==> src/hdl/bfso_pkg.sv <==
// Shared types, constants and the arctangent table for the bearing block.
package bfso_pkg;

    localparam int CORDIC_STEPS = 16;
    localparam int COORD_BITS   = 12;
    localparam int GUARD_BITS   = 20;
    localparam int TABLE_LEN    = 24;
    localparam int STEP_W       = $clog2(TABLE_LEN);

    // x only grows by the CORDIC gain times the vector length, so three bits of
    // headroom above the guarded magnitude are enough; y carries a sign on top.
    localparam int X_W   = COORD_BITS + GUARD_BITS + 3;
    localparam int Y_W   = X_W + 1;
    localparam int ANG_W = 26;
    localparam int OUT_W = 17;

    localparam int CFG_IDX_W = 2;
    localparam logic [CFG_IDX_W-1:0] CFG_OWN_X = CFG_IDX_W'(0);
    localparam logic [CFG_IDX_W-1:0] CFG_OWN_Y = CFG_IDX_W'(1);
    localparam logic [COORD_BITS-1:0] OWN_RESET = COORD_BITS'(2048);

    // Angles are held in units of 2^-16 degree.
    localparam logic signed [ANG_W-1:0] ANG_QUARTER = ANG_W'(90 * 65536);
    localparam logic signed [ANG_W-1:0] ANG_THREE_Q = ANG_W'(270 * 65536);
    localparam logic [OUT_W:0]           FULL_TURN   = (OUT_W + 1)'(92160);
    localparam logic [OUT_W-1:0]         HALF_TURN   = OUT_W'(46080);
    localparam logic [ANG_W-1:0]         ROUND_HALF  = ANG_W'(128);

    typedef struct packed {
        logic [X_W-1:0]          x;
        logic signed [Y_W-1:0]   y;
        logic signed [ANG_W-1:0] z;
        logic                    dx_zero;
        logic                    dx_pos;
        logic                    dy_neg;
        logic                    negate;
    } t_cordic;

    // atan(2^-i) in 2^-16 degree, rounded to nearest.
    function automatic logic signed [ANG_W-1:0] atan_entry(input logic [STEP_W-1:0] idx);
        logic signed [ANG_W-1:0] v;
        case (idx)
            5'd0:    v = ANG_W'(2949120);
            5'd1:    v = ANG_W'(1740967);
            5'd2:    v = ANG_W'(919879);
            5'd3:    v = ANG_W'(466945);
            5'd4:    v = ANG_W'(234379);
            5'd5:    v = ANG_W'(117304);
            5'd6:    v = ANG_W'(58666);
            5'd7:    v = ANG_W'(29335);
            5'd8:    v = ANG_W'(14668);
            5'd9:    v = ANG_W'(7334);
            5'd10:   v = ANG_W'(3667);
            5'd11:   v = ANG_W'(1833);
            5'd12:   v = ANG_W'(917);
            5'd13:   v = ANG_W'(458);
            5'd14:   v = ANG_W'(229);
            5'd15:   v = ANG_W'(115);
            5'd16:   v = ANG_W'(57);
            5'd17:   v = ANG_W'(29);
            5'd18:   v = ANG_W'(14);
            5'd19:   v = ANG_W'(7);
            5'd20:   v = ANG_W'(4);
            5'd21:   v = ANG_W'(2);
            5'd22:   v = ANG_W'(1);
            default: v = '0;
        endcase
        return v;
    endfunction

endpackage

==> src/hdl/bfso_cell.sv <==
// One vectoring CORDIC rotation, registered, with its own item valid bit.
module bfso_cell (
    input  logic                             i_clk,
    input  logic                             i_rst_n,
    input  logic [bfso_pkg::STEP_W-1:0]      i_step,
    input  logic                             i_valid,
    output logic                             o_ready,
    input  bfso_pkg::t_cordic                i_data,
    output logic                             o_valid,
    input  logic                             i_ready,
    output bfso_pkg::t_cordic                o_data
);

    logic [bfso_pkg::Y_W-1:0]           y_mag;
    logic [bfso_pkg::X_W-1:0]           x_shift;
    logic [bfso_pkg::X_W-1:0]           y_shift;
    logic signed [bfso_pkg::ANG_W-1:0]  step_ang;
    logic                               r_valid;
    bfso_pkg::t_cordic                  r_data;
    bfso_pkg::t_cordic                  n_data;

    // Magnitudes are shifted, so a negative y truncates toward zero.
    assign y_mag    = i_data.y[bfso_pkg::Y_W-1] ? bfso_pkg::Y_W'(-i_data.y)
                                                : bfso_pkg::Y_W'(i_data.y);
    assign x_shift  = i_data.x >> i_step;
    assign y_shift  = bfso_pkg::X_W'(y_mag >> i_step);
    assign step_ang = bfso_pkg::atan_entry(i_step);

    always_comb begin
        n_data   = i_data;
        n_data.x = i_data.x + y_shift;
        if (!i_data.y[bfso_pkg::Y_W-1]) begin
            n_data.y = i_data.y - $signed({1'b0, x_shift});
            n_data.z = i_data.z + step_ang;
        end else begin
            n_data.y = i_data.y + $signed({1'b0, x_shift});
            n_data.z = i_data.z - step_ang;
        end
    end

    assign o_ready = !r_valid || i_ready;

    always_ff @(posedge i_clk) begin
        if (!i_rst_n) begin
            r_valid <= 1'b0;
        end else if (o_ready) begin
            r_valid <= i_valid;
        end
    end

    always_ff @(posedge i_clk) begin
        if (o_ready && i_valid) begin
            r_data <= n_data;
        end
    end

    assign o_valid = r_valid;
    assign o_data  = r_data;

endmodule

==> config.mk <==
export PLATFORM = sky130hd
export DESIGN_NAME = bfso_cell
export DESIGN_NICKNAME = d
export VERILOG_FILES = /design/src/hdl/bfso_pkg.sv /design/src/hdl/bfso_cell.sv
export SDC_FILE = /design/constraint.sdc
export NUM_CORES = 1
export LEC_CHECK = 0
export BUFFER_PORTS_ARGS = -buffer_cell sky130_fd_sc_hd__buf_2
export CAP_MARGIN = 5
export CORE_MARGIN = 2
export CORE_UTILIZATION = 35
export CTS_CLUSTER_DIAMETER = 100
export DETAILED_ROUTE_END_ITERATION = 8
export PLACE_DENSITY = 0.56
export SLEW_MARGIN = 20
export SYNTH_ARGS = -nofsm -noshare
export SYNTH_HDL_FRONTEND = slang
export SYNTH_SLANG_ARGS = --single-unit
==> constraint.sdc <==
create_clock -name i_clk -period 8.9 [get_ports i_clk]
set_clock_uncertainty 0.05 [all_clocks]
set_input_delay 1.78 -clock i_clk [delete_from_list [all_inputs] [get_ports i_clk]]
set_output_delay 1.78 -clock i_clk [all_outputs]
set_load 0.01 [all_outputs]
## After elaboration in Yosys (flattened, before gate mapping)

Memories as Yosys holds them, arrays and structs flattened.
Index checks and enable logic that the tools add are counted.

- Logic and storage cells: 22
- Flip-flop bits (word level): 102
- Input bits: 110
- Memories kept: 1
- Memory bits (read-only): 704
- Output and inout bits: 103

- Shift operators: 2
- Add/subtract/negate cells: 6
- Reduce and logical (&&, ||, !) cells: 3
- Muxes and demuxes: 2

Memories:

| name | words | width | rd ports | clocked after memory_dff | wr ports | line | source |
|---|---|---|---|---|---|---|---|
| (name not given) | 32 | 22 | 1 | 0 | 0 | bfso_pkg.sv:42 | `case (idx)` |

Operators with widths:

| cell | count |
|---|---|
| 2-to-1 mux 62 bit | 1 |
| adder 36 bit | 1 |
| 2-to-1 mux 36 bit | 1 |
| negator 36 bit | 1 |
| >> shifter 36 x 5 -> 35 bit | 1 |
| subtractor 36 bit | 1 |
| adder 35 bit | 1 |
| >> shifter 35 x 5 -> 35 bit | 1 |
| adder 26 bit | 1 |
| subtractor 26 bit | 1 |
| logical AND 1 bit | 1 |
| zero test 1 bit | 1 |
| logical OR 1 bit | 1 |

## Depth between registers and ports, before layout

- Depth after elaboration: 4
- Depth in mapped cells: 29
- Depth with buffers taken out: 24

## Least setup slack after synthesis

No wires, ideal clock.

- Path type: in2reg
- Start point: input i_data[42] (netlist name)
- End point: register r_data, in the netlist o_data[98], data pin
- Arrival: 6954 ps
- Setup time: 258 ps
- Stages on the path: 22
- Setup slack: 1639 ps
- Cell sequence: or4_1 > or4_1 > clkbuf_1 > buf_6 > o41ai_1 > xor2_1 > o21ai_0 > mux2i_1 > a211oi_1 > a211oi_1 > o21ai_0 > fa_1 > a21oi_1 > o211ai_1 > a41oi_1 > a31oi_1 > a31oi_1 > o21ai_0 > a31o_2 > a41oi_1 > nor2b_1 > xnor2_1

RTL lines:

| what | line | source |
|---|---|---|
| start: declaration | bfso_cell.sv:8 | `input bfso_pkg::t_cordic i_data,` |
| end signal: assignment | bfso_cell.sv:53 | `r_data <= n_data;` |
| end: declaration | bfso_cell.sv:19 | `bfso_pkg::t_cordic r_data;` |

==> results.md <==
- Pleak: a little under 7 nW
- Layout cells sized above 1: 20.7%
- YS warnings: 0
- Status: complete, no violations
- CTS tree: done
- WS Path Type: in2reg
- Final hold violation count: 0
- Postcts setup bufs: 0
- Post-Syn Area: roughly 15,000 sq um
- Drt initial violations: roughly 1.3k
- Non-filler cells, final: 2,473
- Seq/Total Area, Yosys: roughly a fifth
- Max Clock Freq: 0.126 GHz
- Setup TNS: 0 ns
- CP startpoint kind: primary input
- Worst-case clock buffer depth: 2
- Detailed Routing Iterations Pass 1: 7
- MaxCap Viol Count: 0
- Die Span X: 210 um
- Power Dens Cells: 147 nW/um^2
- Routed Antenna Nets: 0
- Initial Util: a little over a third
- Worst-Skew Late Latency: 0.40 ns
- Number of nets in the layout: 2,142
- Tightest Pin Transition: 0.928 ns
- Classification of the worst-slack hold path: reg2reg
- Main synth FF type: edfxtp_1
- CP max FO: 14
- Maximum vdd ir drop: 0.103 mV
- I/O pins: 213
- Area Growth Syn to Fin: 13.5%
- Critical Path Sink Type: register
- Initial antenna violation count: 4
- DP HPWL: ~43 mm
- Critical Path AT: 8.01 ns
- Largest net degree at the start of global routing: 65
- CTS buffer count: 9
- Via count: 14.8k
- Port Buffers: 212
- Design area: ~17,000 sq um
- Avg WL per Cell: approximately 22 um
- Residual DRC: 0
- Htree depth: 3
- Clk pin slew, worst setup/hold paths: about 0.07 ns
- Die footprint: approximately 44,000 sq um
- Overflow after GRT: 0
- Clock Sinks: 102
- Hold Buf Count CTS: 0
- Final Max Tran Viols: 0
- Slew headroom: between 30% and 40%
- Tot GR Track Use: 24.2%
- Synth cell types: 85
- Cell count after placement: ~2.5k
- Fin crit period: ~7.9 ns
- Most frequent cells in the layout: buf_2 (209), nor2_1 (179), a21oi_1 (149)
- Rows: between 70 and 80
- Global placement routability congestion: between 0.9 and 1
- Asr flop ratio synth: 0%
- DP Area: roughly 17,000 sq um
- Core ar.: roughly 42,000 sq um
- Fin crit share: 88.9%
- Commonest non-fill, non-tap cell in the layout: buf_2
- Root Buffer: clkbuf_16
- Post-cts resize count: 0
- First-pass GRT wire length: slightly above 80 mm
- Number of global-route vias before repair: 13.9k
- Vias per inst: between 5 and 6
- Worst Path Required: 9.00 ns
- Mapped Cells: 1,759
- Syn_nets: 1,974
- Final setup violation count: 0
- Fill cells: around 4.3k
- Die height: 210 um
- FF+latch count, synth: between 100 and 150
- Post-Route WL: ~54 mm
- Syn avg cell area: between 8 and 9 sq um
- RSZ-0062 raised after global routing: no
- Post-synth EDFFs: roughly 100
cell type report:
cell class / instances / area (sq um) / area share [%]
multi-input cells: 1505 / 11200 / 66.2
flip-flops and latches: 102 / 3050 / 18.1
repair buffers: 266 / 1490 / 8.80
well taps: 539 / 674 / 3.99
clock buffers: 12 / 256 / 1.52
inverters: 43 / 161 / 0.955
clock inverters: 4 / 76.3 / 0.452
diodes: 2 / 5.00 / 0.0296
per-stage QoR:
| step | setup slack [ns] | hold WS (ns) | total power (W) | util (%) |
|---|---|---|---|---|
| 6_report | 0.990 | 0.492 | 0.00249 | 40.3 |
| 5_1_grt | 0.572 | 0.536 | 0.00265 | 40.3 |
| 4_1_cts | 0.996 | 0.501 | 0.00250 | 40.3 |
| 3_5_place_dp | 0.606 | 0.486 | 0.00202 | 39.5 |
| 3_3_place_gp | 0.676 | 0.467 | 0.00201 | 39.5 |
| 2_1_floorplan | 1.64 | 0.560 | 0.00161 | - |
worst paths after layout:
check                  start         end  slack (ns)  depth (start not counted)
setup / recovery  i_data[42]  o_data[98]        0.99                         21
hold / removal       o_valid     o_valid        0.49                          2
setup reg to reg     o_valid  o_data[75]        6.72                          3
hold reg to reg      o_valid     o_valid        0.49                          2
report_power, final:
group | internal, W | switching (W) | total (W)
Clock | 0.000262 | 0.000199 | 0.000462
Combinational | 0.000546 | 0.000786 | 0.00133
Sequential | 0.000670 | 0.0000216 | 0.000692
Total | 0.00148 | 0.00101 | 0.00249
worst max-delay path: stages:
cell and delay, ns:
buf_2 0.13, or4_1 0.63, or4_1 0.72, o41ai_1 0.46, xor2_1 0.27, o21ai_0 0.19, mux2i_1 0.38, a211oi_1 0.14
a211oi_1 0.35, o21ai_0 0.23, fa_1 0.47, a21oi_1 0.22, o211ai_1 0.24, a41oi_1 0.32, a31oi_1 0.17, a31oi_1 0.34
o21ai_0 0.17, a31o_2 0.27, a41oi_1 0.26, nor2b_1 0.20, xnor2_1 0.08
cells in the mapped netlist (19+ instances only):
| cell type | instances | area, sq um |
|---|---|---|
| nor2_1 | 179 | 672 |
| a21oi_1 | 149 | 746 |
| nand2_1 | 122 | 458 |
| ha_1 | 102 | 1280 |
| edfxtp_1 | 101 | 3030 |
| xnor2_1 | 98 | 858 |
| mux2i_1 | 83 | 831 |
| o21ai_0 | 83 | 415 |
| clkbuf_1 | 69 | 259 |
| xor2_1 | 54 | 473 |
| nand3_1 | 51 | 255 |
| mux4_2 | 50 | 1130 |
| inv_1 | 42 | 158 |
| a21o_1 | 39 | 293 |
| mux2_2 | 36 | 405 |
| nor3_1 | 33 | 165 |
| a211oi_1 | 32 | 240 |
| a31oi_1 | 32 | 200 |
| o211ai_1 | 29 | 218 |
| o22ai_1 | 25 | 156 |
| nor2b_1 | 22 | 138 |
| nand2b_1 | 21 | 131 |
| and2_1 | 19 | 119 |
| and3_1 | 19 | 119 |
per-layer routing:
metal / GRT usage, % / wire length (um) / up-vias
met5: 0 / 7 / -
met4: 8.27 / 1440 / 2
met3: 4.16 / 3500 / 68
met2: 36.8 / 23900 / 533
met1: 34.6 / 25500 / 7145
li1: - / - / 7044
state kept, by name, indices dropped and copies added, names as in the netlist:
register / flops
o_data: 101
o_valid: 1
cell families (layout without fill, tap and decap cells):
family / after synthesis / count (layout) / synth area share, %
compound gates: 536 / 536 / 23.6
xor+xnor: 152 / 152 / 8.94
fa+ha+maj: 105 / 105 / 8.97
buf+inv: 152 / 325 / 4.41
flops: 102 / 102 / 20.5
mux: 170 / 170 / 16.0
other cells: 0 / 2 / 0
simple gates: 542 / 542 / 17.6
No activity file was read; power rests on OpenSTA's default activity.
