**src/hdl/bfso_pkg.sv**
```systemverilog
// Shared types, constants and the arctangent table for the bearing block.
package bfso_pkg;

    localparam int CORDIC_STEPS = 16;
    localparam int COORD_BITS   = 12;
    localparam int GUARD_BITS   = 20;
    localparam int TABLE_LEN    = 24;
    localparam int STEP_W       = $clog2(TABLE_LEN);

    // x only grows by the CORDIC gain times the vector length, so three bits of
    // headroom above the guarded magnitude are enough; y carries a sign on top.
    localparam int X_W   = COORD_BITS + GUARD_BITS + 3;
    localparam int Y_W   = X_W + 1;
    localparam int ANG_W = 26;
    localparam int OUT_W = 17;

    localparam int CFG_IDX_W = 2;
    localparam logic [CFG_IDX_W-1:0] CFG_OWN_X = CFG_IDX_W'(0);
    localparam logic [CFG_IDX_W-1:0] CFG_OWN_Y = CFG_IDX_W'(1);
    localparam logic [COORD_BITS-1:0] OWN_RESET = COORD_BITS'(2048);

    // Angles are held in units of 2^-16 degree.
    localparam logic signed [ANG_W-1:0] ANG_QUARTER = ANG_W'(90 * 65536);
    localparam logic signed [ANG_W-1:0] ANG_THREE_Q = ANG_W'(270 * 65536);
    localparam logic [OUT_W:0]           FULL_TURN   = (OUT_W + 1)'(92160);
    localparam logic [OUT_W-1:0]         HALF_TURN   = OUT_W'(46080);
    localparam logic [ANG_W-1:0]         ROUND_HALF  = ANG_W'(128);

    typedef struct packed {
        logic [X_W-1:0]          x;
        logic signed [Y_W-1:0]   y;
        logic signed [ANG_W-1:0] z;
        logic                    dx_zero;
        logic                    dx_pos;
        logic                    dy_neg;
        logic                    negate;
    } t_cordic;

    // atan(2^-i) in 2^-16 degree, rounded to nearest.
    function automatic logic signed [ANG_W-1:0] atan_entry(input logic [STEP_W-1:0] idx);
        logic signed [ANG_W-1:0] v;
        case (idx)
            5'd0:    v = ANG_W'(2949120);
            5'd1:    v = ANG_W'(1740967);
            5'd2:    v = ANG_W'(919879);
            5'd3:    v = ANG_W'(466945);
            5'd4:    v = ANG_W'(234379);
            5'd5:    v = ANG_W'(117304);
            5'd6:    v = ANG_W'(58666);
            5'd7:    v = ANG_W'(29335);
            5'd8:    v = ANG_W'(14668);
            5'd9:    v = ANG_W'(7334);
            5'd10:   v = ANG_W'(3667);
            5'd11:   v = ANG_W'(1833);
            5'd12:   v = ANG_W'(917);
            5'd13:   v = ANG_W'(458);
            5'd14:   v = ANG_W'(229);
            5'd15:   v = ANG_W'(115);
            5'd16:   v = ANG_W'(57);
            5'd17:   v = ANG_W'(29);
            5'd18:   v = ANG_W'(14);
            5'd19:   v = ANG_W'(7);
            5'd20:   v = ANG_W'(4);
            5'd21:   v = ANG_W'(2);
            5'd22:   v = ANG_W'(1);
            default: v = '0;
        endcase
        return v;
    endfunction

endpackage

```
**src/hdl/bfso_back.sv**
```systemverilog
// Output stage: clamp, quadrant fold to a compass bearing, rounding and wrap.
module bfso_back (
    input  logic                          i_clk,
    input  logic                          i_rst_n,
    input  logic                          i_valid,
    output logic                          o_ready,
    input  bfso_pkg::t_cordic             i_data,
    output logic                          o_valid,
    input  logic                          i_stall,
    output logic [bfso_pkg::OUT_W-1:0]    o_bearing
);

    logic signed [bfso_pkg::ANG_W-1:0] z_clamp;
    logic signed [bfso_pkg::ANG_W-1:0] ang;
    logic signed [bfso_pkg::ANG_W-1:0] base;
    logic [bfso_pkg::ANG_W-1:0]        full;
    logic [bfso_pkg::ANG_W-1:0]        rnd;
    logic [bfso_pkg::OUT_W:0]          coarse;
    logic [bfso_pkg::OUT_W:0]          wrapped;
    logic [bfso_pkg::OUT_W-1:0]        n_bearing;
    logic                              r_valid;
    logic [bfso_pkg::OUT_W-1:0]        r_bearing;

    always_comb begin
        if (i_data.z < 0) begin
            z_clamp = '0;
        end else if (i_data.z > bfso_pkg::ANG_QUARTER) begin
            z_clamp = bfso_pkg::ANG_QUARTER;
        end else begin
            z_clamp = i_data.z;
        end
    end

    assign ang     = i_data.negate ? -z_clamp : z_clamp;
    assign base    = i_data.dx_pos ? bfso_pkg::ANG_THREE_Q : bfso_pkg::ANG_QUARTER;
    assign full    = bfso_pkg::ANG_W'(base + ang);
    assign rnd     = full + bfso_pkg::ROUND_HALF;
    assign coarse  = rnd[bfso_pkg::ANG_W-1:8];
    assign wrapped = (coarse >= bfso_pkg::FULL_TURN) ? coarse - bfso_pkg::FULL_TURN : coarse;

    always_comb begin
        if (i_data.dx_zero) begin
            n_bearing = i_data.dy_neg ? bfso_pkg::HALF_TURN : '0;
        end else begin
            n_bearing = wrapped[bfso_pkg::OUT_W-1:0];
        end
    end

    assign o_ready = !r_valid || !i_stall;

    always_ff @(posedge i_clk) begin
        if (!i_rst_n) begin
            r_valid <= 1'b0;
        end else if (o_ready) begin
            r_valid <= i_valid;
        end
    end

    always_ff @(posedge i_clk) begin
        if (o_ready && i_valid) begin
            r_bearing <= n_bearing;
        end
    end

    assign o_valid   = r_valid;
    assign o_bearing = r_bearing;

endmodule

```
**config.mk**
```make
export PLATFORM = sky130hd
export DESIGN_NAME = bfso_back
export DESIGN_NICKNAME = d
export VERILOG_FILES = /design/src/hdl/bfso_pkg.sv /design/src/hdl/bfso_back.sv
export SDC_FILE = /design/constraint.sdc
export NUM_CORES = 1
export LEC_CHECK = 0
export BUFFER_PORTS_ARGS = -buffer_cell sky130_fd_sc_hd__buf_2
export CAP_MARGIN = 20
export CORE_AREA = 2 2 71 73
export CTS_CLUSTER_SIZE = 16
export DETAILED_ROUTE_END_ITERATION = 6
export DIE_AREA = 0 0 73 75
export PLACE_DENSITY = 0.84
export SLEW_MARGIN = 20
export SYNTH_ARGS = -nofsm -noshare
export SYNTH_HDL_FRONTEND = slang
export SYNTH_SLANG_ARGS = --single-unit
```
**constraint.sdc**
```tcl
create_clock -name i_clk -period 12.23 [get_ports i_clk]
set_input_delay 0.6115 -clock i_clk [delete_from_list [all_inputs] [get_ports i_clk]]
set_output_delay 0.6115 -clock i_clk [all_outputs]
set_load 0.1 [all_outputs]
```
After elaboration in Yosys (flattened, before gate mapping)
Index checks and enable logic that the tools add are counted. Widths: inputs -> output; s select.

$lt $le $gt $ge: 3. Reduce and logical (&&, ||, !) cells: 4. Add/sub/neg operators: 4. Muxes and demuxes: 7.

Operators by type and width (count): $mux 26 (3); $mux 17 (2); $add 26x26->26 (1); $add 26x8->26 const B (1); $gt 26x24->1 const B (1); $lt 26x1->1 const B (1); $neg 26->26 (1); $mux 25 (1); $ge 18x17->1 const B (1); $sub 17x17->17 const B (1); $mux 16 (1); $logic_not 1->1 (2); $logic_and 1x1->1 (1); $logic_or 1x1->1 (1).

Flip-flop bits (word level): 18.

Logic depth before layout (Yosys ltp)
Depth after elaboration: 10. Mapped depth: 20. Gate-level depth less buffers: 17.

Worst setup path before layout
OpenSTA, ideal clock, no wires.

Path kind: in2reg. Start point: input i_data[11] (netlist bit). End point: register r_bearing, in the netlist o_bearing[13], data pin. Stages: 19. Library setup time: 0.282 ns. Data arrival time: 4.649 ns. Path buffers: 2. Setup slack: 7.299 ns. Required time: 11.948 ns. Cells stage by stage: buf_2 nor4_4 nand3_1 nor4_4 nor2_1 clkbuf_1 nor4_1 nor3_1 a31oi_1 o22a_1 o21ai_0 ha_1 inv_1 a21o_1 nor4b_1 a221o_2 or4b_4 a2111oi_1 a311oi_1.

Word-level cells in the longest chain between the ends: 10. Elaborated cells on any way between the ends: 12. Those cells by class: add/sub: 4; order compare: 3; mux: 5.

RTL lines: start, declared (RTL line bfso_back.sv:7) `input bfso_pkg::t_cordic i_data,`; $gt 26x24->1 (RTL line bfso_back.sv:27) `end else if (i_data.z > bfso_pkg::ANG_QUARTER) begin`; $mux 26 (RTL line bfso_back.sv:27); $mux 26 * (RTL line bfso_back.sv:25) `if (i_data.z < 0) begin`; $neg 26->26 (RTL line bfso_back.sv:34) `assign ang = i_data.negate ? -z_clamp : z_clamp;`; $mux 26 * (RTL line bfso_back.sv:34); $add 26x26->26 * (RTL line bfso_back.sv:36) `assign full = bfso_pkg::ANG_W'(base + ang);`; $add 26x8->26 * (RTL line bfso_back.sv:37) `assign rnd = full + bfso_pkg::ROUND_HALF;`; $sub 17x17->17 or $ge 18x17->1 (tied branches) (RTL line bfso_back.sv:39) `assign wrapped = (coarse >= bfso_pkg::FULL_TURN) ? coarse - bfso_pkg::FULL_TURN : coarse;`; $mux 17 * (RTL line bfso_back.sv:39); $mux 17 * (RTL line bfso_back.sv:42) `if (i_data.dx_zero) begin`; named net n_bearing (one bit) (RTL line bfso_back.sv:20) `logic [bfso_pkg::OUT_W-1:0] n_bearing;`; end signal, assigned (RTL line bfso_back.sv:61) `r_bearing <= n_bearing;`; end, declared (RTL line bfso_back.sv:22) `logic [bfso_pkg::OUT_W-1:0] r_bearing;`.

Mark *: on every way through the listed nets, which the timed path passes. The rest lies on a longest branch. A chain may end at the register's enable or synchronous reset.

Worst setup path after layout
Start point: input i_data[8] (netlist bit). End point: register r_bearing, in the netlist o_bearing[13], data pin.

The elaborated chain is that of the path after synthesis.

==> results.toml <==
[worst_setup_path]
r2r_cells = 2
crit_type = "in -> reg"
worstPathMaxFanout = 6
required_ns = 12.20
startpoint_type = "primary input"
worstSetupEndpointType = "register"
crit_arrival_ns = 5.14

[grt]
grt_use_total = 0.2053
grt_pass1_wl_um = 9108
gr-total-overflow = 0
first_global_vias = 2143
antenna_found_initial = 0
grt_start_max_net_pins = 23

[detailed_routing]
drcViolationCount = 0
vias_per_cell = 6.223
postRouteAntennaNets = 0
wl_met3_um = 261
drt_iter0_drc = 157
num_vias = 2346
m1WireLength_um = 2554
routed_wl_um = 5418
wl_met2_um = 2563
firstDrtPassIters = 4
route.top_layer_used = "met4"
wire_per_inst_um = 14.37

[die]
fp.dieW_um = 73
start_util = 0.4953
die-area_sq_um = 5475
coreArea_sq_um = 4661
die_h_um = 75
rows = 25
pin_count = 124

[power]
power_w = 0.0002516
power_density_nw_per_um2 = 95.20
ir_drop_mv = 0.03774
leakagePower_nw = 1.020

[yosys]
mappedNetlistArea_sq_um = 2308
yosys_warnings = 0
synth_area_leaders = "edfxtp_1 (22%), xnor2_1 (5.3%), nor3_1 (4.1%), nor4_4 (3.7%), a21oi_1 (3.5%)"
synth_top_area_frac = 0.2211
yosysTopAreaCell = "edfxtp_1"
syn-num-nets = 391
yosysSeqAreaShare = 0.2298
postSynth.asyncResetShare = 0
synth_cells = 280
syn_area_per_cell_sq_um = 8.245
synth.ff_latch_count = 18
synth_edf_count = 17
yosysUniqueCellTypes = 69
synthFlopType = "edfxtp_1"
synth_top_cells_by_count = "nand2_1 (21), nor2_1 (21), nor3_1 (19)"

[cells_and_area]
multiInputGateArea_sq_um = 1680
diodes = 0
instances_no_fill = 377
n_fill_cell = 429
layout-drive-gt1-share = 0.2415
regArea_sq_um = 530.5
final_area_sq_um = 2643
area_growth_pct = 14.47
fin_nets = 435

[sta]
slew_violations = 0
slew_headroom = 0.3431
worst_pin_slew_ns = 0.9726
period_needed_ns = 5.165
period_share = 0.4223
tns_ns = 0
finalHoldViolCount = 0
layout_setup_ws_ns = 7.065
fmaxAchievable_mhz = 193.6
rsz0062_at_grt = "false"
setup_violations = 0
finClkSkew_ns = 0.001006

[clock_tree]
insertion_delay_ns = 0.25
numClockSinks = 18
ctsResizeCount = 0
ctsHoldBuffers = 0
path_clk_slew_ns = 0.06
ctsRootBufferMaster = "clkbuf_8"
cts_buffers = 3
cts_tree = "built"
htreeDepth = 1
cts_setup_buffers = 0
clock_path_buffers = 2

[placement]
post-dp-hpwl_um = 4294
placedCellCount = 373
io_buffers = 52
gp_congestion = 0.9272
place_worst_setup_slack_ns = 6.876
placed_area_sq_um = 2587

[outcome]
run_status = "finished clean"

[job]
cap_viol_max_count = 0

[worst_hold_path]
min_path_type = "reg -> reg"
hold_depth = 2
[layout by cell type (no fill, tap or decap), drive strengths merged, types with 3 or more instances in the layout]
cell type,instances
buf,53
nand2,22
nor2,21
nor3,19
edfxtp,17
a21oi,16
xnor2,14
o21ai,12
inv,11
xor2,9
nor4,9
or3,8
nor2b,8
nand3,7
ha,6
a31oi,5
a211o,5
o211ai,5
a211oi,5
or4,4
o21a,4
clkbuf,4
or2,3
nand4,3
a311oi,3
and3,3
o41ai,3
o311ai,3
[flip-flops by register name (all words and copies together) (netlist names)]
register and cells:
o_valid 1, o_bearing 17
[power by group]
part           internal, W  switching [W]  leakage [nW]  total (W)
Combinational    0.0000377      0.0000916         0.816   0.000129
Sequential       0.0000743     0.00000106         0.176  0.0000753
Clock            0.0000286      0.0000184        0.0288  0.0000469
[path summary, 6_finish.rpt]
path	from	endpoint	slack, ns
max	i_data[8]	o_bearing[13]	7.06
min	o_valid	o_valid	0.54
max reg2reg	o_valid	o_bearing[3]	10.89
min reg2reg	o_valid	o_valid	0.54
[final cells by class]
cell class | count | area share
multi-input cells | 237 | 0.6359
flip-flops and latches | 18 | 0.2008
repair buffers | 53 | 0.1013
well taps | 54 | 0.02557
clock buffers | 4 | 0.02083
inverters | 11 | 0.01563
[logic make-up after synthesis]
family                     after synthesis  share of synthesized area
and+or+nand+nor                        124                     0.3252
DFF                                     18                     0.2298
AOI/OAI and AO/OA                       82                     0.2743
buffers and inverters                   25                    0.04227
adders and majority gates                6                    0.03252
xor gates and xnor gates                23                    0.08727
muxes                                    2                   0.008672
[metal layers]
| layer | global-route usage | vias to the layer above |
|---|---|---|
| met3 | 0.01606 | 4 |
| met1 | 0.2692 | 1091 |
| met5 | 0 | - |
| met2 | 0.3574 | 72 |
| met4 | 0.06996 | 0 |
| li1 | - | 1179 |
[per-stage QoR]
stage	hold slack (ns)	util
after floorplan	0.7397	-
after global routing	0.5663	0.5670
after detailed placement	0.5429	0.5552
final	0.5446	0.5670
after global placement	0.5101	0.5552
after CTS	0.5523	0.5670
[worst max-delay path, cell delays in order]
cell and delay, ns:
buf_2 0.12, nor3_1 0.48, nand3_1 0.32, nor4_4 0.39, nor2_1 0.09, nor4_1 0.34
a31oi_1 0.14, o22a_1 0.20, o21ai_0 0.21, ha_1 0.29, inv_1 0.13, a21o_1 0.14
a311oi_1 0.05, o41ai_1 0.81, a21oi_1 0.23, a2111oi_1 0.47, a311oi_1 0.09
No activity file was read; power rests on OpenSTA's default activity.
