`config.mk`:
```
export PLATFORM = sky130hd
export DESIGN_NAME = bfso_front
export DESIGN_NICKNAME = d
export VERILOG_FILES = /design/src/hdl/bfso_pkg.sv /design/src/hdl/bfso_front.sv
export SDC_FILE = /design/constraint.sdc
export NUM_CORES = 1
export LEC_CHECK = 0
export ABC_CLOCK_PERIOD_IN_PS = 4030
export BUFFER_PORTS_ARGS = -buffer_cell sky130_fd_sc_hd__buf_2
export CAP_MARGIN = 20
export CORE_MARGIN = 2
export CORE_UTILIZATION = 48
export CTS_CLUSTER_DIAMETER = 50
export DETAILED_ROUTE_END_ITERATION = 10
export GPL_TIMING_DRIVEN = 0
export PLACE_DENSITY = 0.88
export SLEW_MARGIN = 20
export SYNTH_ARGS = -nofsm -noshare
export SYNTH_HDL_FRONTEND = slang
export SYNTH_SLANG_ARGS = --single-unit
```
`constraint.sdc`:
```
create_clock -name i_clk -period 4.03 [get_ports i_clk]
set_input_delay 0.806 -clock i_clk [delete_from_list [all_inputs] [get_ports i_clk]]
set_output_delay 0.806 -clock i_clk [all_outputs]
set_load 0.05 [all_outputs]
```
`src/hdl/bfso_pkg.sv`:
```
// Shared types, constants and the arctangent table for the bearing block.
package bfso_pkg;

    localparam int CORDIC_STEPS = 16;
    localparam int COORD_BITS   = 12;
    localparam int GUARD_BITS   = 20;
    localparam int TABLE_LEN    = 24;
    localparam int STEP_W       = $clog2(TABLE_LEN);

    // x only grows by the CORDIC gain times the vector length, so three bits of
    // headroom above the guarded magnitude are enough; y carries a sign on top.
    localparam int X_W   = COORD_BITS + GUARD_BITS + 3;
    localparam int Y_W   = X_W + 1;
    localparam int ANG_W = 26;
    localparam int OUT_W = 17;

    localparam int CFG_IDX_W = 2;
    localparam logic [CFG_IDX_W-1:0] CFG_OWN_X = CFG_IDX_W'(0);
    localparam logic [CFG_IDX_W-1:0] CFG_OWN_Y = CFG_IDX_W'(1);
    localparam logic [COORD_BITS-1:0] OWN_RESET = COORD_BITS'(2048);

    // Angles are held in units of 2^-16 degree.
    localparam logic signed [ANG_W-1:0] ANG_QUARTER = ANG_W'(90 * 65536);
    localparam logic signed [ANG_W-1:0] ANG_THREE_Q = ANG_W'(270 * 65536);
    localparam logic [OUT_W:0]           FULL_TURN   = (OUT_W + 1)'(92160);
    localparam logic [OUT_W-1:0]         HALF_TURN   = OUT_W'(46080);
    localparam logic [ANG_W-1:0]         ROUND_HALF  = ANG_W'(128);

    typedef struct packed {
        logic [X_W-1:0]          x;
        logic signed [Y_W-1:0]   y;
        logic signed [ANG_W-1:0] z;
        logic                    dx_zero;
        logic                    dx_pos;
        logic                    dy_neg;
        logic                    negate;
    } t_cordic;

    // atan(2^-i) in 2^-16 degree, rounded to nearest.
    function automatic logic signed [ANG_W-1:0] atan_entry(input logic [STEP_W-1:0] idx);
        logic signed [ANG_W-1:0] v;
        case (idx)
            5'd0:    v = ANG_W'(2949120);
            5'd1:    v = ANG_W'(1740967);
            5'd2:    v = ANG_W'(919879);
            5'd3:    v = ANG_W'(466945);
            5'd4:    v = ANG_W'(234379);
            5'd5:    v = ANG_W'(117304);
            5'd6:    v = ANG_W'(58666);
            5'd7:    v = ANG_W'(29335);
            5'd8:    v = ANG_W'(14668);
            5'd9:    v = ANG_W'(7334);
            5'd10:   v = ANG_W'(3667);
            5'd11:   v = ANG_W'(1833);
            5'd12:   v = ANG_W'(917);
            5'd13:   v = ANG_W'(458);
            5'd14:   v = ANG_W'(229);
            5'd15:   v = ANG_W'(115);
            5'd16:   v = ANG_W'(57);
            5'd17:   v = ANG_W'(29);
            5'd18:   v = ANG_W'(14);
            5'd19:   v = ANG_W'(7);
            5'd20:   v = ANG_W'(4);
            5'd21:   v = ANG_W'(2);
            5'd22:   v = ANG_W'(1);
            default: v = '0;
        endcase
        return v;
    endfunction

endpackage

```
`src/hdl/bfso_front.sv`:
```
// Entry stage: offsets against the ownship centre, quadrant flags, CORDIC start vector.
module bfso_front (
    input  logic                            i_clk,
    input  logic                            i_rst_n,
    input  logic                            i_valid,
    output logic                            o_ready,
    input  logic [bfso_pkg::COORD_BITS-1:0] i_target_x,
    input  logic [bfso_pkg::COORD_BITS-1:0] i_target_y,
    input  logic [bfso_pkg::COORD_BITS-1:0] i_own_x,
    input  logic [bfso_pkg::COORD_BITS-1:0] i_own_y,
    output logic                            o_valid,
    input  logic                            i_ready,
    output bfso_pkg::t_cordic               o_data
);

    logic signed [bfso_pkg::COORD_BITS:0] dx;
    logic signed [bfso_pkg::COORD_BITS:0] dy;
    logic [bfso_pkg::COORD_BITS:0]        dx_abs;
    logic [bfso_pkg::COORD_BITS:0]        dy_abs;
    logic                                 r_valid;
    bfso_pkg::t_cordic                    r_data;
    bfso_pkg::t_cordic                    n_data;

    assign dx     = $signed({1'b0, i_target_x}) - $signed({1'b0, i_own_x});
    assign dy     = $signed({1'b0, i_target_y}) - $signed({1'b0, i_own_y});
    assign dx_abs = dx[bfso_pkg::COORD_BITS] ? $unsigned(-dx) : $unsigned(dx);
    assign dy_abs = dy[bfso_pkg::COORD_BITS] ? $unsigned(-dy) : $unsigned(dy);

    always_comb begin
        n_data.x = bfso_pkg::X_W'(dx_abs[bfso_pkg::COORD_BITS-1:0]) << bfso_pkg::GUARD_BITS;
        n_data.y = $signed(bfso_pkg::Y_W'(dy_abs[bfso_pkg::COORD_BITS-1:0])
                           << bfso_pkg::GUARD_BITS);
        n_data.z       = '0;
        n_data.dx_zero = (dx == '0);
        n_data.dx_pos  = !dx[bfso_pkg::COORD_BITS] && (dx != '0);
        n_data.dy_neg  = dy[bfso_pkg::COORD_BITS];
        n_data.negate  = (dx[bfso_pkg::COORD_BITS] != dy[bfso_pkg::COORD_BITS]) && (dy != '0);
    end

    assign o_ready = !r_valid || i_ready;

    always_ff @(posedge i_clk) begin
        if (!i_rst_n) begin
            r_valid <= 1'b0;
        end else if (o_ready) begin
            r_valid <= i_valid;
        end
    end

    always_ff @(posedge i_clk) begin
        if (o_ready && i_valid) begin
            r_data <= n_data;
        end
    end

    assign o_valid = r_valid;
    assign o_data  = r_data;

endmodule

```
Word level (Yosys, flattened, before mapping)
Index checks and enable logic that the tools add are counted.
{"block": "totals", "ff_bits": 29, "output_inout_bits": 103}
{"block": "op_classes", "n_reduce_logical": 9, "n_eq_ne": 1, "add_sub_neg": 4, "mux": 2}
{"op": "13-bit nonzero test", "count": 2}
{"op": "12-bit by 12-bit subtractor with 13-bit output", "count": 2}
{"op": "12-bit two-way mux", "count": 2}
{"op": "12-bit negator", "count": 2}
{"op": "13-bit logical NOT", "count": 1}
{"op": "1-bit logical AND", "count": 3}
{"op": "1-bit logical NOT", "count": 2}
{"op": "1-bit logical OR", "count": 1}
{"op": "1-bit inequality test", "count": 1}

Depth between registers and ports, before layout
Gate-level depths: netlist (run 1).
{"block": "depth", "word_depth": 3, "ltp_mapped": 12, "mapped_depth_nobuf": 11}

Worst setup path before layout (run 1)
No wires, ideal clock.
{"block": "synth_timing", "path_type": "in2reg", "start": "in i_target_x[0] in the netlist's numbering", "end": "reg r_data, in the netlist o_data[97], data pin", "path_slack_ns": 0.818, "required_ns": 3.761, "arrival_ns": 2.943, "stages": 12, "n_path_buf": 1, "path_cell_list": "inv_1 ha_1 inv_1 fa_1 a211oi_1 o211ai_1 a311oi_1 o31ai_1 a21oi_2 buf_4 o31ai_1 xor2_1"}
{"block": "synth_between", "elab_chain_len": 3}
{"item": "start: declaration", "line_no": "bfso_front.sv:7", "rtl": "input logic [bfso_pkg::COORD_BITS-1:0] i_target_x,"}
{"item": "12-bit by 12-bit subtractor with 13-bit output *", "line_no": "bfso_front.sv:24", "rtl": "assign dx = $signed({1'b0, i_target_x}) - $signed({1'b0, i_own_x});"}
{"item": "12-bit negator", "line_no": "bfso_front.sv:26", "rtl": "assign dx_abs = dx[bfso_pkg::COORD_BITS] ? $unsigned(-dx) : $unsigned(dx);"}
{"item": "12-bit two-way mux *", "line_no": "bfso_front.sv:26"}
{"item": "net dx_abs, one bit", "line_no": "bfso_front.sv:18", "rtl": "logic [bfso_pkg::COORD_BITS:0] dx_abs;"}
{"item": "end signal: assignment", "line_no": "bfso_front.sv:52", "rtl": "r_data <= n_data;"}
{"item": "end: declaration", "line_no": "bfso_front.sv:21", "rtl": "bfso_pkg::t_cordic r_data;"}
Mark *: on every way through the listed nets, which the timed path passes. The rest lies on a longest branch.
A chain may end at the register's enable or synchronous reset.

Worst setup path after layout (run 1)
Same ends and word-level chain as after synthesis.

==> results_dict.tcl, run 1 <==
set metrics [dict create \
    setup_tns_ns 0 \
    grt_setup_unrepaired "false" \
    clockPowerShare_pct 15.1 \
    wirelength_mm 6.48 \
    max_freq_mhz 291 \
    ys_ff_latch 29 \
    setup_violations 0 \
    cts_tree "yes" \
    core_um2 6680 \
    slew_viol_final 0 \
    timing.rr.start "o_valid" \
    place_congestion 0.880 \
    drv_cap 0 \
    syn_avg_cell_area_um2 8.80 \
    drc 0 \
    io_buffers 81 \
    powerDensity_nw_per_um2 356 \
    clock_sinks 29 \
    regToRegEndpoint "o_data[96]" \
    required_ns 4.04 \
    regArea_um2 861 \
    route.antenna.remaining_nets 0 \
    internal_power_uw 776 \
    p_comb_share_pct 56.6 \
    die_area_um2 7480 \
    vias 2901 \
    seqPwrFrac_pct 28.3 \
    multi_input_area_um2 1940 \
    cts_buffers 5 \
    yosysWarnings 0 \
    num-nets-final 611 \
    layout-drive-gt1-share_pct 32.3 \
    power.total_uw 1470 \
    grt_first_pass_wirelength_mm 10.1 \
    ys_seq_area_share_pct 26.4 \
    syn_area_um2 3270 \
    first_pass_iters 4 \
    p_switching_uw 691 \
    post_cts_buffers 0 \
    synth_edf_count 28 \
    dp_hpwl_mm 5.44 \
    reg2regPathDepth 2 \
    root_buffer "clkbuf_8" \
    hold_viol_final 0 \
    period_minus_slack_ns 3.44 \
    tightest_slew_ns 0.616 \
    syn_inst 371 \
    critPathMaxFanout 10 \
    htree_levels 2 \
    synth_top_area_share_pct 25.7 \
    yosys.area.top_type "edfxtp_1" \
    clock_latency_ns 0.27 \
    cp-startpoint "i_target_x[0]" \
    grt_max_degree 29 \
    dieWidth_um 86.5 \
    diodes 0 \
    clock_skew_ns 0.00273 \
    die_y_um 86.5 \
    leakage_uw 0.00218 \
    yosysUniqueCellTypes 54 \
    floorplan.initialDensity_pct 48.9 \
    critPathCaptureType "register" \
    fillers 551 \
    rows 30 \
    grt_pass1_vias 2505 \
    synth_flop_cell "edfxtp_1" \
    grt_overflow 0 \
    viasPerCell 4.74 \
    status "completed" \
    area_growth_pct 26.3 \
    final_common_cell "buf_2" \
    holdBufCountCts 0 \
    grt_use_total_pct 16.3 \
    synthArstFlopShare_pct 0 \
    post-place-ws_ns 0.380 \
    cts.path.max_buffers 2 \
    hold_path.class "reg -> reg" \
    antenna_found_initial 0 \
    path_clk_slew_ns 0.06 \
    reg2reg_slack_ns 2.70 \
    critPathLaunchType "input port" \
    vdd_drop_max_mv 0.166 \
    critPathCapture "o_data[97]" \
    wl_per_cell_um 10.6 \
    max-slew-margin-rel_pct 58.9 \
    crit_type "in -> reg" \
    final_cell_mix "buf_2 (81), buf_4 (74), conb_1 (73)" \
    period_share_pct 85.3 \
    netlist_top_cells_area "edfxtp_1 (26%), buf_4 (17%), ha_1 (10%)" \
    arrival_ns 3.45 \
    io_pins 155 \
    drt_iter0_drc 103 \
    layout_setup_ws_ns 0.592 \
    switching_share_pct 47.1 \
    ctsResizeCount 0 \
]
state kept, by name, indices dropped and copies added (netlist names):
signal	count
o_data	28
o_valid	1
stage by stage:
step	instances	util (%)	cell area, um^2	hold slack, ns
3_3_place_gp	604	60.5	4040	0.501
3_5_place_dp	604	60.5	4040	0.525
2_1_floorplan	443	-	3540	0.945
5_1_grt	612	61.7	4120	0.563
4_1_cts	612	61.7	4120	0.535
6_report	612	61.7	4120	0.537
power by group through the flow:
stage          clock (uW)  sequential [uW]  combinational, uW
6_report              221              415                831
3_5_place_dp            0              423                823
5_1_grt               236              419                890
4_1_cts               222              417                826
2_1_floorplan           0              595                516
3_3_place_gp            0              419                804
how the worst min path moves through the flow:
stage | start | to | depth (start not counted) | slack (ns)
after CTS | o_valid | o_valid | 2 | 0.53
after detailed placement | o_valid | o_valid | 2 | 0.53
after global routing | o_valid | o_valid | 2 | 0.56
final | o_valid | o_valid | 2 | 0.54
after floorplan | i_valid | o_valid | 2 | 0.94
after global placement | o_valid | o_valid | 2 | 0.50
worst max-delay path, cell delays in order:
cell and delay [ns]:
buf_2 0.10, inv_1 0.04, ha_1 0.17, inv_1 0.06, fa_1 0.43, a211oi_1 0.35
o211ai_1 0.16, a311oi_1 0.39, o31ai_1 0.15, a21oi_2 0.29, buf_4 0.23, o31ai_1 0.11
xor2_1 0.16
cell type report:
type / count / share of cell area (%)
flip-flops and latches: 29 / 20.9
clock inverters: 3 / 0.303
repair buffers: 81 / 9.83
inverters: 40 / 3.64
multi-input cells: 294 / 47.1
plain buffers: 80 / 14.2
well taps: 80 / 2.43
clock buffers: 5 / 1.67
kinds of logic (layout without fill, tap and decap cells):
logic type | count (synthesis) | in the layout | synth area share [%]
other | 1 | 73 | 0.115
flip-flops | 29 | 29 | 26.4
AND/OR/NAND/NOR | 78 | 78 | 12.5
adder cells (fa/ha/maj) | 28 | 28 | 11.2
AO/OA/AOI/OAI | 77 | 77 | 16.9
XOR/XNOR | 38 | 38 | 10.4
buffers and inverters | 120 | 209 | 22.5
cells in the mapped netlist (2+ instances only):
| master | count |
|---|---|
| buf_4 | 74 |
| inv_1 | 40 |
| edfxtp_1 | 28 |
| ha_1 | 26 |
| nor2_1 | 26 |
| xnor2_1 | 24 |
| a21oi_1 | 16 |
| nand2_1 | 13 |
| xor2_1 | 13 |
| o21ai_0 | 10 |
| nand3_1 | 8 |
| a21o_1 | 7 |
| o31ai_1 | 6 |
| a31oi_1 | 5 |
| clkbuf_1 | 5 |
| nor2b_1 | 5 |
| nor3_1 | 5 |
| o21a_1 | 5 |
| a211oi_1 | 4 |
| nand2b_1 | 4 |
| o211a_1 | 3 |
| o211ai_1 | 3 |
| o311a_1 | 3 |
| a311oi_1 | 2 |
| a41oi_1 | 2 |
| fa_1 | 2 |
| nand4bb_1 | 2 |
| nor4_1 | 2 |
| or2_2 | 2 |
| or3_1 | 2 |
routing by layer:
| metal | vias to the layer above | GRT usage, % | routed length (um) |
|---|---|---|---|
| met1 | 1280 | 20.1 | 2750 |
| met5 | - | 0 | 0 |
| met2 | 145 | 28.3 | 3100 |
| li1 | 1465 | - | - |
| met3 | 11 | 1.52 | 504 |
| met4 | 0 | 7.95 | 121 |
(Power assumes the default switching activity.)
==> inputs of run 2 (changes only) <==
--- a/config.mk
+++ b/config.mk
@@ -5,11 +5,12 @@
 export SDC_FILE = /design/constraint.sdc
 export NUM_CORES = 1
 export LEC_CHECK = 0
-export ABC_CLOCK_PERIOD_IN_PS = 4030
+export ABC_CLOCK_PERIOD_IN_PS = 3200
 export BUFFER_PORTS_ARGS = -buffer_cell sky130_fd_sc_hd__buf_2
 export CAP_MARGIN = 20
 export CORE_MARGIN = 2
 export CORE_UTILIZATION = 48
+export CTS_BUF_LIST = sky130_fd_sc_hd__clkbuf_16
 export CTS_CLUSTER_DIAMETER = 50
 export DETAILED_ROUTE_END_ITERATION = 10
 export GPL_TIMING_DRIVEN = 0
==> constraint.sdc (replaced) <==
create_clock -name i_clk -period 3.2 [get_ports i_clk]
set_input_delay 0.64 -clock i_clk [delete_from_list [all_inputs] [get_ports i_clk]]
set_output_delay 0.64 -clock i_clk [all_outputs]
set_load 0.05 [all_outputs]
==> run 2 against run 1 <==
Effect of this change: cell count is 0.82% higher; critical path depth decreased by 1; worst setup slack lost 0.49 ns; flip-flop and latch count did not move; total power grew 38%; utilization grew 2.0 points; combinational power grew 29%; global-route usage rose by 0.12 points; hold slack worse by 0.0056 ns; sequential power rose by 26%; non-clock buffer count grew 5; highest routed layer unchanged.
==> results_dict.tcl, run 2 (synthesis results as in run 1) <==
set metrics [dict create \
    critPathBufInv 3 \
    critPathCaptureType "register" \
    max_freq_mhz 322 \
    arrival_ns 3.10 \
    vdd_drop_max_mv 0.256 \
    placed_cell_area_um2 4040 \
    viasPerCell 4.72 \
    cp_common_cell "inv_1" \
    setup_violations 0 \
    clock_skew_ns 0.00490 \
    holdBufCountCts 0 \
    drc 0 \
    fillers 529 \
    die_area_um2 7480 \
    antenna_found_initial 0 \
    status "completed" \
    diodes 0 \
    dp_hpwl_mm 5.44 \
    setup_tns_ns 0 \
    route.antenna.remaining_nets 0 \
    final_common_cell "buf_2" \
    layout-drive-gt1-share_pct 34.3 \
    io_pins 155 \
    largest_reg_flops 28 \
    grt_first_pass_wirelength_mm 10.1 \
    area_growth_pct 30.5 \
    critPathTopFamily "compound AO/OA/AOI/OAI gates" \
    period_share_pct 96.9 \
    io_buffers 81 \
    path_clk_slew_ns 0.05 \
    cts_tree "yes" \
    drt_iter0_drc 102 \
    cts_buffers 5 \
    critPathMaxFanout 3 \
    period_minus_slack_ns 3.10 \
    slowest_stage "o31ai_1" \
    reg2reg_slack_ns 1.87 \
    htree_levels 2 \
    crit_type "in -> reg" \
    critPathLaunchType "input port" \
    final_cell_mix "buf_2 (81), buf_4 (78), conb_1 (73)" \
    rows 30 \
    slew_viol_final 0 \
    clock_sinks 29 \
    multi_input_area_um2 1980 \
    num-nets-final 616 \
    first_pass_iters 4 \
    wirelength_mm 6.77 \
    grt_max_degree 29 \
    dieWidth_um 86.5 \
    drv_cap 0 \
    place_congestion 0.880 \
    clock_latency_ns 0.27 \
    crit_chain "buf_2 > inv_1 > ha_1 > inv_1 > fa_2 > a211oi_4 > o211ai_1 > a311oi_2 > nor2_1 > xnor2_1 > o31ai_1 > xor2_1" \
    grt_use_total_pct 16.4 \
    grt_overflow 0 \
    vias 2913 \
    hold_viol_final 0 \
    wl_per_cell_um 11.0 \
    core_um2 6680 \
    grt_pass1_vias 2527 \
    cts.path.max_buffers 2 \
    leakage_uw 0.00224 \
    design_area_um2 4260 \
    tightest_slew_ns 0.623 \
    regArea_um2 861 \
    floorplan.initialDensity_pct 48.9 \
    powerDensity_nw_per_um2 476 \
    max-slew-margin-rel_pct 58.5 \
    required_ns 3.20 \
    cp_slowest_stage_delay_ns 0.42 \
    die_y_um 86.5 \
    root_buffer "clkbuf_16" \
    hold_path.class "reg -> reg" \
]
run 2: cell count changes in the layout (fill, tap and decap cells not counted), moves of 2 or more:
cell and change:
clkbuf_16 +5, clkbuf_8 -5, buf_4 +4, a211oi_1 -2, a311oi_1 -2, a311oi_2 +2
run 2: worst register-to-register path, stage by stage (launching register included):
cell      delay (ns)
dfxtp_1         0.30
nand2b_1        0.09
and2_2          0.57
run 2: layout make-up:
type | count | share of cell area (%)
Tap cell | 80 | 2.35
Clock buffer | 5 | 2.94
Multi-Input combinational cell | 294 | 46.4
Sequential cell | 29 | 20.2
Inverter | 40 | 3.52
Clock inverter | 3 | 0.294
Timing Repair Buffer | 86 | 10.4
Buffer | 80 | 13.9
run 2: through the flow:
step | hold slack, ns | power [uW] | utilization, % | worst slack (ns) | instances
after global placement | 0.501 | 1540 | 60.5 | -0.266 | 604
after floorplan | 0.779 | 1400 | - | 0.154 | 443
final | 0.531 | 2030 | 63.8 | 0.0990 | 617
after detailed placement | 0.525 | 1570 | 60.5 | -0.284 | 604
after CTS | 0.533 | 2000 | 62.6 | 0.0568 | 612
after global routing | 0.561 | 2130 | 63.8 | -0.0736 | 617
run 2: power by group:
group / leakage [uW] / switching [uW] / total (uW) / internal, uW
registers: 0.000279 / 13.8 / 524 / 511
clock network: 0.0000687 / 151 / 430 / 280
logic: 0.00189 / 737 / 1070 / 338
total: 0.00224 / 902 / 2030 / 1130
run 2: timing repair:
action,in CTS,in global routing
setup buffers,0,5
pin swaps,0,4
gates resized for setup,2,7
setup endpoints to repair,4,15
run 2: metal layers:
metal / GRT usage [%] / routed length [um] / up-vias
met5: 0 / 0 / -
met4: 8.10 / 175 / 0
met3: 1.43 / 426 / 15
met2: 28.7 / 3290 / 133
met1: 20.1 / 2880 / 1295
li1: - / - / 1470
run 2: worst paths after layout:
kind,startpoint,to,cells past startpoint
worst max register to register,o_valid,o_data[96],2
worst min register to register,o_valid,o_valid,2
worst max-delay path,i_target_x[0],o_data[97],12
worst min-delay path,o_valid,o_valid,2
==> inputs of run 3 (changes only) <==
--- a/config.mk
+++ b/config.mk
@@ -15,6 +15,7 @@
 export DETAILED_ROUTE_END_ITERATION = 10
 export GPL_TIMING_DRIVEN = 0
 export PLACE_DENSITY = 0.88
+export RECOVER_POWER = 100
 export SLEW_MARGIN = 20
 export SYNTH_ARGS = -nofsm -noshare
 export SYNTH_HDL_FRONTEND = slang
==> run 3 against run 2 <==
Effect of this change: global-route usage unchanged; clock-buffer cell count unchanged; largest power group unchanged; combinational power about the same; via count decreased by 0.17%; die area unchanged; hold slack improved by 0.010 ns; total power decreased by 0.70%; design area decreased by 0.91%; sequential power about the same; clock skew increased by 0.0012 ns; the run now ends with capacitance limit, slew limit left.
==> results_dict.tcl, run 3 (synthesis results as in run 1) <==
set metrics [dict create \
    io_buffers 81 \
    period_share_pct 96.7 \
    crit_type "in -> reg" \
    final_common_cell "buf_4" \
    hold_path.class "reg -> reg" \
    root_buffer "clkbuf_16" \
    num-nets-final 616 \
    core_um2 6680 \
    critPathMaxFanout 3 \
    reg2reg_slack_ns 1.14 \
    regToRegEndpoint "o_data[96]" \
    rows 30 \
    antenna_found_initial 0 \
    floorplan.initialDensity_pct 48.9 \
    required_ns 3.20 \
    leakage_uw 0.00215 \
    dp_hpwl_mm 5.44 \
    max_freq_mhz 323 \
    dieWidth_um 86.5 \
    cts.path.max_buffers 2 \
    cp_slowest_stage_delay_ns 0.42 \
    first_pass_iters 5 \
    die_area_um2 7480 \
    io_pins 155 \
    route.antenna.remaining_nets 0 \
    die_y_um 86.5 \
    vias 2908 \
    hold_viol_final 0 \
    clock_sinks 29 \
    grt_first_pass_wirelength_mm 10.1 \
    slew_viol_final 29 \
    vdd_drop_max_mv 0.261 \
    holdBufCountCts 0 \
    period_minus_slack_ns 3.09 \
    hp-start "o_valid" \
    wirelength_mm 6.82 \
    final_cell_mix "buf_4 (77), conb_1 (73), buf_2 (51)" \
    violations "capacitance limit, slew limit" \
    min_path_cells 2 \
    diodes 0 \
    slowest_stage "o31ai_1" \
    critPathCaptureType "register" \
    setup_violations 0 \
    timing.rr.start "o_valid" \
    path_clk_slew_ns 0.05 \
    tightest_slew_ns 1.66 \
    crit_chain "buf_2 > inv_1 > ha_1 > inv_1 > fa_2 > a211oi_4 > o211ai_1 > a311oi_2 > nor2_1 > xnor2_1 > o31ai_1 > xor2_1" \
    grt_max_degree 29 \
    critPathLaunchType "input port" \
    htree_levels 2 \
    status "complete, but fails checks" \
    wl_per_cell_um 11.1 \
    max-slew-margin-rel_pct -10.7 \
    drv_cap 1 \
    clock_latency_ns 0.27 \
    place_congestion 0.880 \
    powerDensity_nw_per_um2 477 \
    largest_reg_flops 28 \
    grt_use_total_pct 16.4 \
    power.total_uw 2020 \
    cp_common_cell "inv_1" \
    cts_buffers 5 \
    layout-drive-gt1-share_pct 28.5 \
    drt_iter0_drc 102 \
    grt_overflow 0 \
    drc 0 \
    reg2regPathDepth 2 \
    setup_tns_ns 0 \
    area_growth_pct 29.3 \
    grt_pass1_vias 2527 \
    whs_ns 0.541 \
    viasPerCell 4.71 \
    utilization_pct 63.2 \
    arrival_ns 3.10 \
    clock_skew_ns 0.00614 \
    cts_tree "yes" \
    hold_end "o_valid" \
]
## run 3: through the flow
step	cell area, um^2	cells	setup WS [ns]
after detailed placement	4040	604	-0.284
after floorplan	3540	443	0.154
after global placement	4040	604	-0.266
after CTS	4190	612	0.0568
final	4220	617	0.106
after global routing	4220	617	-0.0736
## run 3: worst max path at each step
stage	start	end	slack (ns)	cells past startpoint
final	i_target_x[0]	o_data[97]	0.11	12
after global routing	i_target_x[0]	o_data[97]	-0.07	13
after CTS	i_target_x[0]	o_data[97]	0.06	13
after detailed placement	i_target_x[0]	o_data[97]	-0.28	13
after global placement	i_target_x[0]	o_data[97]	-0.27	13
after floorplan	i_target_x[0]	o_data[97]	0.15	12
## run 3: power by group
part,internal [uW],switching (uW)
Clock,280,151
Combinational,320,737
Sequential,512,15.8
Total,1110,904
## run 3: per-layer routing
layer	part of all wire [%]	GRT usage [%]	vias to the layer above
li1	-	-	1470
met3	6.7	1.43	19
met2	48	28.7	129
met1	42	20.1	1290
met4	2.7	8.10	0
met5	0	0	-
## run 3: timing repair
item                       4_1_cts  5_1_grt
buffers inserted                 0        5
gates resized for setup          2        7
pin swaps                        0        4
setup endpoints to repair        4       15
## run 3: layout make-up
cell class / instances / area (um^2)
plain buffers: 80 / 591
clock inverters: 3 / 12.5
multi-input cells: 294 / 1980
fillers: 542 / 2460
flip-flops and latches: 29 / 861
repair buffers: 86 / 405
well taps: 80 / 100
clock buffers: 5 / 125
inverters: 40 / 150
## run 3: critical path: cells and delay by family
kind / cells / cell delay [ns]
compound gates: 4 / 1.22
fa+ha+maj: 2 / 0.56
xor+xnor: 2 / 0.33
buf+inv: 3 / 0.20
simple gates: 1 / 0.15
